`config.mk`:
```
export PLATFORM = sky130hd
export DESIGN_NAME = paper_tape_reader_controller_top
export DESIGN_NICKNAME = d
export VERILOG_FILES = /design/src/rtl/ptrc_pkg.sv /design/src/rtl/paper_tape_reader_controller_top.sv
export SDC_FILE = /design/constraint.sdc
export NUM_CORES = 1
export LEC_CHECK = 0
export ABC_CLOCK_PERIOD_IN_PS = 3600
export BUFFER_PORTS_ARGS = -buffer_cell sky130_fd_sc_hd__buf_4
export CORE_ASPECT_RATIO = 2
export CORE_MARGIN = 2
export CORE_UTILIZATION = 55
export CTS_CLUSTER_DIAMETER = 200
export DETAILED_ROUTE_END_ITERATION = 16
export PLACE_DENSITY = 0.75
export SYNTH_ARGS = -nofsm -noshare
export SYNTH_HDL_FRONTEND = slang
export SYNTH_SLANG_ARGS = --single-unit
export TNS_END_PERCENT = 5
```
`constraint.sdc`:
```
create_clock -name clk -period 3.6 [get_ports clk]
set_input_delay 0.36 -clock clk [delete_from_list [all_inputs] [get_ports clk]]
set_output_delay 0.36 -clock clk [all_outputs]
set_load 0.02 [all_outputs]
```
`src/rtl/ptrc_pkg.sv`:
```
`default_nettype none
// ----------------------------------------------------------------------------
// ptrc_pkg: shared types and constants for the paper tape reader controller
// Mode and function codes, anomaly codes, item layouts and reset values.
// ----------------------------------------------------------------------------
package ptrc_pkg;

  // Item kinds carried in s_tuser
  localparam logic [2:0] MODE_CONTROL = 3'd0;
  localparam logic [2:0] MODE_SKIP    = 3'd1;
  localparam logic [2:0] MODE_READ    = 3'd2;
  localparam logic [2:0] MODE_MASK    = 3'd3;
  localparam logic [2:0] MODE_TAPE    = 3'd4;
  localparam logic [2:0] MODE_CLEAR   = 3'd5;

  // Function codes (s_tdata bits 2..0)
  localparam logic [2:0] FC_START      = 3'd0;
  localparam logic [2:0] FC_STOP       = 3'd1;
  localparam logic [2:0] FC_SKIP_READY = 3'd0;
  localparam logic [2:0] FC_SKIP_NOINT = 3'd4;

  // Anomaly codes
  localparam logic [1:0] ANOM_NONE    = 2'd0;
  localparam logic [1:0] ANOM_OVERRUN = 2'd1;
  localparam logic [1:0] ANOM_ILLEGAL = 2'd2;

  localparam int          DEF_MAX_PENDING   = 15;
  localparam logic [15:0] RETRY_LIMIT_RESET = 16'd1000;
  localparam logic [15:0] RETRY_COUNT_MAX   = 16'hffff;

  localparam int IN_DATA_W  = 16;
  localparam int OUT_DATA_W = 16;

  typedef struct packed {
    logic [2:0] mode;
    logic [2:0] function_code;
    logic       mask_bit;
    logic [7:0] tape_byte;
    logic       tape_end;
  } in_item_t;

  typedef struct packed {
    logic [7:0] read_data;
    logic       skip;
    logic       interrupt_line;
    logic       schedule_char;
    logic       new_tape_request;
    logic [1:0] anomaly;
  } out_item_t;

endpackage
`default_nettype wire

```
`src/rtl/paper_tape_reader_controller_top.sv`:
```
`default_nettype none
// ----------------------------------------------------------------------------
// paper_tape_reader_controller_top: paper tape reader interface controller
// Handles bus commands, skip tests, reads, mask writes and tape events,
// keeping the reader flags and producing one result item per input item.
// ----------------------------------------------------------------------------
//
//  channel | dir | handshake          | payload
//  --------+-----+--------------------+------------------------------------
//  s_      | in  | s_tvalid/s_tready  | s_tuser mode, s_tdata command/tape
//  m_      | out | m_tvalid/m_tready  | m_tdata status and read data
//  cfg_    | in  | cfg_valid/cfg_ready| cfg_data end_retry_limit
//
//  One item per cycle sustained while results are taken. Two register
//  stages: the input register, then one pass of flag-update logic into
//  the result register, which an item enters once that is free or being taken.
//  A result left waiting while the input register is full holds s_tready
//  low; an empty input register still takes an item.
//  rst (synchronous) clears all reader flags and sets the retry limit to 1000.
//  cfg_ready is always high; writes are expected only while idle.
//
module paper_tape_reader_controller_top #(
  parameter int MAX_PENDING = ptrc_pkg::DEF_MAX_PENDING
) (
  input  wire logic                           clk,
  input  wire logic                           rst,
  // input items
  input  wire logic                           s_tvalid,
  output logic                                s_tready,
  // [2:0] function_code, [3] mask_bit, [11:4] tape_byte, [12] tape_end
  input  wire logic [ptrc_pkg::IN_DATA_W-1:0] s_tdata,
  // [2:0] mode
  input  wire logic [2:0]                     s_tuser,
  // result items
  output logic                                m_tvalid,
  input  wire logic                           m_tready,
  // [7:0] read_data, [8] skip, [9] interrupt_line, [10] schedule_char,
  // [11] new_tape_request, [13:12] anomaly
  output logic [ptrc_pkg::OUT_DATA_W-1:0]     m_tdata,
  // configuration
  input  wire logic                           cfg_valid,
  output logic                                cfg_ready,
  input  wire logic [15:0]                    cfg_data
);

  localparam int          PW     = $clog2(MAX_PENDING + 1);
  localparam logic [PW-1:0] PEND_MAX = PW'(MAX_PENDING);

  // ---------------- configuration ----------------
  logic [15:0] end_retry_limit;

  assign cfg_ready = 1'b1;

  always_ff @(posedge clk) begin
    if (rst) begin
      end_retry_limit <= ptrc_pkg::RETRY_LIMIT_RESET;
    end else if (cfg_valid) begin
      end_retry_limit <= cfg_data;
    end
  end

  // ---------------- input register ----------------
  logic               in_valid;
  ptrc_pkg::in_item_t in_item;
  logic               advance;

  assign advance  = in_valid && (!m_tvalid || m_tready);
  assign s_tready = !in_valid || advance;

  always_ff @(posedge clk) begin
    if (rst) begin
      in_valid <= 1'b0;
    end else if (s_tready) begin
      in_valid <= s_tvalid;
    end
  end

  always_ff @(posedge clk) begin
    if (s_tready && s_tvalid) begin
      in_item.mode          <= s_tuser;
      in_item.function_code <= s_tdata[2:0];
      in_item.mask_bit      <= s_tdata[3];
      in_item.tape_byte     <= s_tdata[11:4];
      in_item.tape_end      <= s_tdata[12];
    end
  end

  // ---------------- reader state ----------------
  logic          char_ready,      char_ready_next;
  logic [7:0]    char_buffer,     char_buffer_next;
  logic          int_mask,        int_mask_next;
  logic          at_tape_end,     at_tape_end_next;
  logic [15:0]   end_retry_count, end_retry_count_next;
  logic          running,         running_next;
  logic          skip_next_event, skip_next_event_next;
  logic [PW-1:0] pending_events,  pending_events_next;
  logic          tape_loaded,     tape_loaded_next;
  ptrc_pkg::out_item_t res;

  // Flag update for one item; ordering mirrors the command semantics, so
  // later assignments see earlier ones within the same item.
  always_comb begin
    char_ready_next      = char_ready;
    char_buffer_next     = char_buffer;
    int_mask_next        = int_mask;
    at_tape_end_next     = at_tape_end;
    end_retry_count_next = end_retry_count;
    running_next         = running;
    skip_next_event_next = skip_next_event;
    pending_events_next  = pending_events;
    tape_loaded_next     = tape_loaded;
    res                  = '0;

    case (in_item.mode)
      ptrc_pkg::MODE_CONTROL: begin
        if (in_item.function_code == ptrc_pkg::FC_START) begin
          // start at end of tape unloads it first
          if (at_tape_end) tape_loaded_next = 1'b0;
          if (!tape_loaded_next) begin
            res.new_tape_request = 1'b1;
            tape_loaded_next     = 1'b1;
            at_tape_end_next     = 1'b0;
            end_retry_count_next = '0;
          end
          if (!running) begin
            res.schedule_char = 1'b1;
            if (pending_events < PEND_MAX) pending_events_next = pending_events + 1'b1;
            running_next = 1'b1;
          end
        end else if (in_item.function_code == ptrc_pkg::FC_STOP) begin
          running_next = 1'b0;
          // a character already timed will still arrive: drop it
          if (pending_events != '0) skip_next_event_next = 1'b1;
        end else begin
          res.anomaly = ptrc_pkg::ANOM_ILLEGAL;
        end
      end
      ptrc_pkg::MODE_SKIP: begin
        if (in_item.function_code == ptrc_pkg::FC_SKIP_READY) begin
          res.skip = char_ready;
        end else if (in_item.function_code == ptrc_pkg::FC_SKIP_NOINT) begin
          res.skip = !(char_ready && int_mask);
        end else begin
          res.anomaly = ptrc_pkg::ANOM_ILLEGAL;
        end
      end
      ptrc_pkg::MODE_READ: begin
        res.skip = char_ready;
        if (char_ready) begin
          res.read_data   = char_buffer;
          char_ready_next = 1'b0;
        end else if (at_tape_end) begin
          if (end_retry_count != ptrc_pkg::RETRY_COUNT_MAX) begin
            end_retry_count_next = end_retry_count + 16'd1;
          end
          // too many failed reads: reload the tape and restart
          if (end_retry_count_next > end_retry_limit) begin
            res.new_tape_request = 1'b1;
            tape_loaded_next     = 1'b1;
            at_tape_end_next     = 1'b0;
            end_retry_count_next = '0;
            res.schedule_char    = 1'b1;
            if (pending_events < PEND_MAX) pending_events_next = pending_events + 1'b1;
            running_next = 1'b1;
          end
        end
      end
      ptrc_pkg::MODE_MASK: begin
        int_mask_next = in_item.mask_bit;
      end
      ptrc_pkg::MODE_TAPE: begin
        if (pending_events != '0) pending_events_next = pending_events - 1'b1;
        if (!skip_next_event) begin
          if (char_ready) res.anomaly = ptrc_pkg::ANOM_OVERRUN;
          if (in_item.tape_end) begin
            at_tape_end_next     = 1'b1;
            end_retry_count_next = '0;
          end else begin
            char_buffer_next  = in_item.tape_byte;
            char_ready_next   = 1'b1;
            res.schedule_char = 1'b1;
            if (pending_events_next < PEND_MAX) begin
              pending_events_next = pending_events_next + 1'b1;
            end
          end
        end
        skip_next_event_next = 1'b0;
      end
      ptrc_pkg::MODE_CLEAR: begin
        char_ready_next      = 1'b0;
        char_buffer_next     = '0;
        int_mask_next        = 1'b0;
        at_tape_end_next     = 1'b0;
        end_retry_count_next = '0;
        running_next         = 1'b0;
        skip_next_event_next = 1'b0;
        pending_events_next  = '0;
        tape_loaded_next     = 1'b0;
      end
      default: begin
      end
    endcase

    res.interrupt_line = char_ready_next & int_mask_next;
  end

  always_ff @(posedge clk) begin
    if (rst) begin
      char_ready      <= 1'b0;
      char_buffer     <= '0;
      int_mask        <= 1'b0;
      at_tape_end     <= 1'b0;
      end_retry_count <= '0;
      running         <= 1'b0;
      skip_next_event <= 1'b0;
      pending_events  <= '0;
      tape_loaded     <= 1'b0;
    end else if (advance) begin
      char_ready      <= char_ready_next;
      char_buffer     <= char_buffer_next;
      int_mask        <= int_mask_next;
      at_tape_end     <= at_tape_end_next;
      end_retry_count <= end_retry_count_next;
      running         <= running_next;
      skip_next_event <= skip_next_event_next;
      pending_events  <= pending_events_next;
      tape_loaded     <= tape_loaded_next;
    end
  end

  // ---------------- result register ----------------
  ptrc_pkg::out_item_t out_item;

  always_ff @(posedge clk) begin
    if (rst) begin
      m_tvalid <= 1'b0;
    end else if (advance) begin
      m_tvalid <= 1'b1;
    end else if (m_tready) begin
      m_tvalid <= 1'b0;
    end
  end

  always_ff @(posedge clk) begin
    if (advance) out_item <= res;
  end

  assign m_tdata = {2'b00, out_item.anomaly, out_item.new_tape_request,
                    out_item.schedule_char, out_item.interrupt_line,
                    out_item.skip, out_item.read_data};

  // ---------------- assertions ----------------
  a_pending_bound: assert property (@(posedge clk) disable iff (rst)
    pending_events <= PEND_MAX)
    else $error("pending count above its limit");

  a_irq_tracks_state: assert property (@(posedge clk) disable iff (rst)
    m_tvalid |-> (out_item.interrupt_line == (char_ready & int_mask)))
    else $error("held interrupt line disagrees with reader flags");

  a_anomaly_code: assert property (@(posedge clk) disable iff (rst)
    m_tvalid |-> (out_item.anomaly != 2'd3))
    else $error("undefined anomaly code");

  a_retry_at_end: assert property (@(posedge clk) disable iff (rst)
    (end_retry_count != '0) |-> at_tape_end)
    else $error("retry count nonzero away from end of tape");

  a_no_overwrite: assert property (@(posedge clk) disable iff (rst)
    (m_tvalid && !m_tready) |=> $stable(out_item))
    else $error("stalled result overwritten");

endmodule
`default_nettype wire
```
# After elaboration in Yosys (flattened, before gate mapping)
# Index checks and enable logic that the tools add are counted.
dict set report op_classes {
  n_mul 0
  n_bitwise 1
  reduce_logical 26
  n_div 0
  eq_ne 21
  n_mux 76
  shift 0
  magnitude_cmp 3
  n_addsub 4
}
# op count
set op_table {}
lappend op_table {{$mux W16} 11}
lappend op_table {{$pmux W16 S4} 1}
lappend op_table {{$mux W4} 11}
lappend op_table {{$mux W1} 31}
lappend op_table {{$ne A2 B2 Y1 const B} 12}
lappend op_table {{$add A16 B1 Y16 const B} 1}
lappend op_table {{$gt A16 B16 Y1} 1}
lappend op_table {{$mux W2} 8}
lappend op_table {{$mux W8} 2}
lappend op_table {{$ne A16 B16 Y1 const B} 1}
lappend op_table {{$pmux W4 S4} 1}
lappend op_table {{$pmux W8 S2} 1}
lappend op_table {{$reduce_and A7 Y1} 2}
lappend op_table {{$reduce_and A6 Y1} 2}
lappend op_table {{$pmux W1 S2} 5}
lappend op_table {{$eq A3 B3 Y1 const B} 3}
lappend op_table {{$pmux W1 S3} 3}
lappend op_table {{$add A4 B1 Y4 const B} 2}
lappend op_table {{$lt A4 B4 Y1 const B} 2}
lappend op_table {{$reduce_and A8 Y1} 1}
lappend op_table {{$reduce_bool A4 Y1} 2}
lappend op_table {{$eq A3 B1 Y1 const B} 2}
lappend op_table {{$eq A3 B2 Y1 const B} 2}
lappend op_table {{$logic_not A3 Y1} 2}
lappend op_table {{14 further kinds} 22}
dict set report totals {
  latch_bits 0
  in_bits 40
  mem_count 0
  ram_bits 0
  romBits 0
  reg_bits 82
  word_cells 154
}

# Longest topological paths before layout
dict set report depth {
  ltp_word 10
  ltp_mapped 16
  depth_no_buf 13
}

# Worst setup path before layout
# OpenSTA, ideal clock, no wires.
dict set report synth_path {
  path_kind {reg-to-reg}
  startpoint {register end_retry_count[0]}
  endpoint {register end_retry_count[14]}
  slack_ps 301
  stages_incl_launch_ff 16
  setup_ps 132
  path_buffers 3
  t_arrival_ps 3166
  period_less_slack_ps 3299
  required_ps 3468
  cell_sequence {dfxtp_1 ha_1 nand3_1 or4b_1 buf_6 and3_4 xor2_1 ha_1 nand4_1 nor4_4 o21ai_1 and4_1 buf_2 buf_2 o211ai_1 a21oi_1}
}
dict set report synth_via {
  elab_chain_len 10
  elab_cells_between_ends 11
  cone_classes {1 x add/sub; 1 x order compare; 1 x eq/ne; 8 x mux}
}
# element line_no
set synth_rtl {}
lappend synth_rtl {{from (decl)} paper_tape_reader_controller_top.sv:93} ;# logic [15:0] end_retry_count, end_retry_count_next;
lappend synth_rtl {{from (signal assigned)} paper_tape_reader_controller_top.sv:223} ;# end_retry_count <= end_retry_count_next;
lappend synth_rtl {{$add A16 B1 Y16 / $ne A16 B16 Y1 (equally long branches)} {paper_tape_reader_controller_top.sv:154, paper_tape_reader_controller_top.sv:153}}
lappend synth_rtl {{$mux W16 *} paper_tape_reader_controller_top.sv:153} ;# if (end_retry_count != ptrc_pkg::RETRY_COUNT_MAX) begin
lappend synth_rtl {{$mux W16 *} paper_tape_reader_controller_top.sv:152} ;# end else if (at_tape_end) begin
lappend synth_rtl {{$mux W16 *} paper_tape_reader_controller_top.sv:149} ;# if (char_ready) begin
lappend synth_rtl {{$mux W16 *} paper_tape_reader_controller_top.sv:114} ;# case (in_item.mode)
lappend synth_rtl {{$gt A16 B16 Y1} paper_tape_reader_controller_top.sv:157} ;# if (end_retry_count_next > end_retry_limit) begin
lappend synth_rtl {{$mux W16 *} paper_tape_reader_controller_top.sv:157}
lappend synth_rtl {{$mux W16 *} paper_tape_reader_controller_top.sv:152}
lappend synth_rtl {{$mux W16 *} paper_tape_reader_controller_top.sv:149}
lappend synth_rtl {{$pmux W16 S4 *} paper_tape_reader_controller_top.sv:114}
# Mark *: on every way between the ends. The rest lies on a longest branch, timed or not. The select of a mux whose other input is x is not followed.
# A chain may end at the register's enable or synchronous reset.

# Final worst setup path
dict set report layout_path {
  startpoint {register end_retry_count[0]}
  endpoint {register end_retry_count[4]}
}
# Same word-level chain as after synthesis.

==> out/metrics.cfg <==
[clocking]
clkSlewWorstSetupHoldPaths_ps=70
ctsRootBufferMaster=clkbuf_16
htree_levels=3
tritoncts=done
inserted_clock_buffers=9
worstSkewPairLatency_ps=350
cts_num_sinks=82
longest_clk_path_bufs=2

[timing]
clock_skew_ps=8.57
count_of_endpoints_failing_hold_in_the_final_timing_report=0
worst_slew_pin_slew_ps=870
maxSlewHeadroom_pct=42.0
min_period_over_period_pct=95.7
finalWorstPathRequiredPeriod_ps=3440
setup_violations=0
slew_violations=0
fmaxAchievable_ghz=0.290

[placement]
placed_cells_incl_taps=669
dp_hpwl_microns=8340
detailed_place.area_sq_um=5230
placement.io_buffers=52
finalWeightedCongestion=0.932

[global_route]
wire_length_of_the_first_global_routing_pass_microns=18200
first_global_vias=3981
grt_start_max_net_pins=50
grt-ovfl-total=0
grt_util_all_layers_pct=26.1
grt_antenna_before_repair=0

[critical_path]
worst_r2r_endpoint=end_retry_count[4]$_SDFFE_PP0P_
critPathKind=reg2reg
worst-path-max-fanout=8
cp.required_ps=3850
crit_chain=buf_4, and4_1, nand2_1, nor3_1, mux2_2, ha_1, nand4_4, nor4_4, buf_4, nand3_1, a22o_1, a211oi_1
setup_slack_of_the_most_critical_reg_to_reg_path_ps=160
cpMostUsedCell=buf_4
startpoint_type_of_the_worst_setup_path=register
worst_ep_arrival_time_ps=3690
worst_path_largest_cell_delay_ps=400
crit_slowest_cell=nor4_4
timing.reg2reg.worst_path_depth=12
critPathCaptureType=register
r2r-start=end_retry_count[0]$_SDFFE_PP0P_

[routing]
firstDrtPassIters=5
num_vias=4122
dr.first_iter.drc_count=253
m1WireLength_microns=3990
avgViaCountPerCell=6.02
met3_length_microns=415
detail_route.drc_violations=0
top_layer=met4
wirelength_microns=11500
detailroute.wirelength.met2_microns=6430
ant_nets=0
wire_per_inst_microns=16.8

[yosys]
synthMuxAreaShare_pct=4.56
synth_edf_count=30
synth_top_family_by_area=simple AND/OR/NAND/NOR gates
yosys_most_used_dff=dfxtp_1
cell_area_after_technology_mapping_sq_um=4640
synthesized_area_per_cell_sq_um=8.89
yosysWarningCount=0
synth_xor_xnor_area_share_pct=2.08
post_synth_num_cell_types=67
adder_and_majority_cell_fraction_of_the_synthesized_area_pct=5.39
synth.ff_latch_count=82
synth_seq_area_share_pct=41.9
netlist_instances=522
post_synthesis_compound_gate_area_fraction_pct=18.1
synthSimpleGateAreaFrac_pct=21.9
synth-async-reset-ratio_pct=0

[final_layout]
post_route_cells_drive_above_1_share_pct=20.8
layoutNonFillerInstCount=685
mostFrequentLayoutCells=84 x buf_4, 55 x nor2_1, 52 x dfxtp_1
final-seq-area_sq_um=1940
antenna_cells_inserted=0
layout.cell_area.non_filler_sq_um=5560
area_delta_synth_final_pct=19.9
multi_input_comb_area_sq_um=2450
final_common_cell=buf_4
num-nets-final=642
filler_cells_inserted=687

[floorplan]
row_count=47
chipHeight_microns=134
core_area_sq_um=8230
dieArea_sq_um=9230
top_level_ports=59
floorplan.die.width_microns=68.9
initial_core_util_pct=56.4

[hold_path]
timing.hold.worst.class=in2reg
hold-path-endpoint=in_item[5]$_DFFE_PP_
hold_path_depth=1
start_point_of_the_worst_hold_path=s_tdata[8]

[power]
power.static_leakage_nw=2.31
pd_cells_nw_per_um2=387
vdd_drop_max_uv=386

[outcome]
run_status=completed

[run]
cap_violations=0

## cell usage after synthesis, drive strengths merged, types with 14 or more instances
| library cell | n | area share, % |
|---|---|---|
| nor2 | 55 | 4.4 |
| buf | 17 | 2.2 |
| nand3 | 17 | 1.8 |
| nor3 | 18 | 1.9 |
| ha | 20 | 5.4 |
| a21oi | 33 | 3.7 |
| inv | 26 | 2.1 |
| clkbuf | 20 | 1.6 |
| o211ai | 16 | 2.7 |
| mux2i | 14 | 3.0 |
| edfxtp | 30 | 19 |
| o21ai | 20 | 2.2 |
| dfxtp | 52 | 22 |
| nand2 | 50 | 4.0 |
## state kept, by name (all words and copies together) (netlist names), 4 cells and up
name / cells
m_tdata: 14
end_retry_count: 16
in_item: 16
char_buffer: 8
pending_events: 4
end_retry_limit: 16
## what timing repair did
item                                   in CTS  in global routing
setup endpoints to repair                   0                 11
setup buffers                               0                  0
hold buffers                                0                  0
endpoints found under the hold margin       0                  0
gates resized for setup                     0                  5
## worst max-delay path: cells and delay by family (launching register included)
kind | cells | cell delay, ps
muxes | 1 | 390
and+or+nand+nor | 6 | 1370
adders and majority gates | 1 | 360
buffers and inverters | 2 | 330
DFF | 1 | 350
AOI/OAI and AO/OA | 2 | 560
## worst max-delay path by stage
| stage | cells past startpoint | slack [ps] | end | start |
|---|---|---|---|---|
| final | 12 | 160 | end_retry_count[4]$_SDFFE_PP0P_ | end_retry_count[0]$_SDFFE_PP0P_ |
| after global routing | 13 | -3 | end_retry_count[4]$_SDFFE_PP0P_ | end_retry_count[0]$_SDFFE_PP0P_ |
| after floorplan | 15 | 300 | end_retry_count[14]$_SDFFE_PP0P_ | end_retry_count[0]$_SDFFE_PP0P_ |
| after detailed placement | 13 | 50 | pending_events[3]$_SDFFE_PP0P_ | end_retry_count[0]$_SDFFE_PP0P_ |
| after CTS | 13 | 40 | pending_events[0]$_SDFFE_PP0P_ | end_retry_count[0]$_SDFFE_PP0P_ |
| after global placement | 13 | 160 | pending_events[3]$_SDFFE_PP0P_ | end_retry_count[0]$_SDFFE_PP0P_ |
## through the flow
step           util [%]  TNS [ps]  hold WS [ps]  worst slack, ps  power [W]
2_1_floorplan         -         0           446              301    0.00117
3_3_place_gp       63.5         0           470              159    0.00124
3_5_place_dp       63.5         0           477             51.7    0.00125
4_1_cts            67.2         0           178             43.3    0.00216
5_1_grt            67.6     -2.98           174            -2.98    0.00223
6_report           67.6         0           184              156    0.00215
## cell type report
class	count	area share, %
inverters	26	1.75
flip-flops and latches	82	34.9
clock inverters	7	1.46
multi-input cells	378	44.1
clock buffers	9	4.05
repair buffers	85	11.5
well taps	98	2.20
## report_power, final
part           switching (W)  internal, W  leakage, nW  total (W)
clock network       0.000424     0.000493        0.150   0.000918
registers          0.0000263     0.000994        0.710    0.00102
logic               0.000123    0.0000904         1.45   0.000214
total               0.000574      0.00158         2.31    0.00215
## metal layers
| layer | vias up | track usage [%] |
|---|---|---|
| li1 | 2007 | - |
| met1 | 1914 | 25.6 |
| met2 | 146 | 47.2 |
| met3 | 55 | 4.78 |
| met4 | 0 | 16.6 |
| met5 | - | 0 |
## logic make-up after synthesis
logic type	Yosys count
adder cells (fa/ha/maj)	20
multiplexers	20
flip-flops	82
AND/OR/NAND/NOR	201
buffers and inverters	63
other	2
AO/OA/AOI/OAI	123
XOR/XNOR	11
Note: power is estimated with default switching activity, not from simulation.
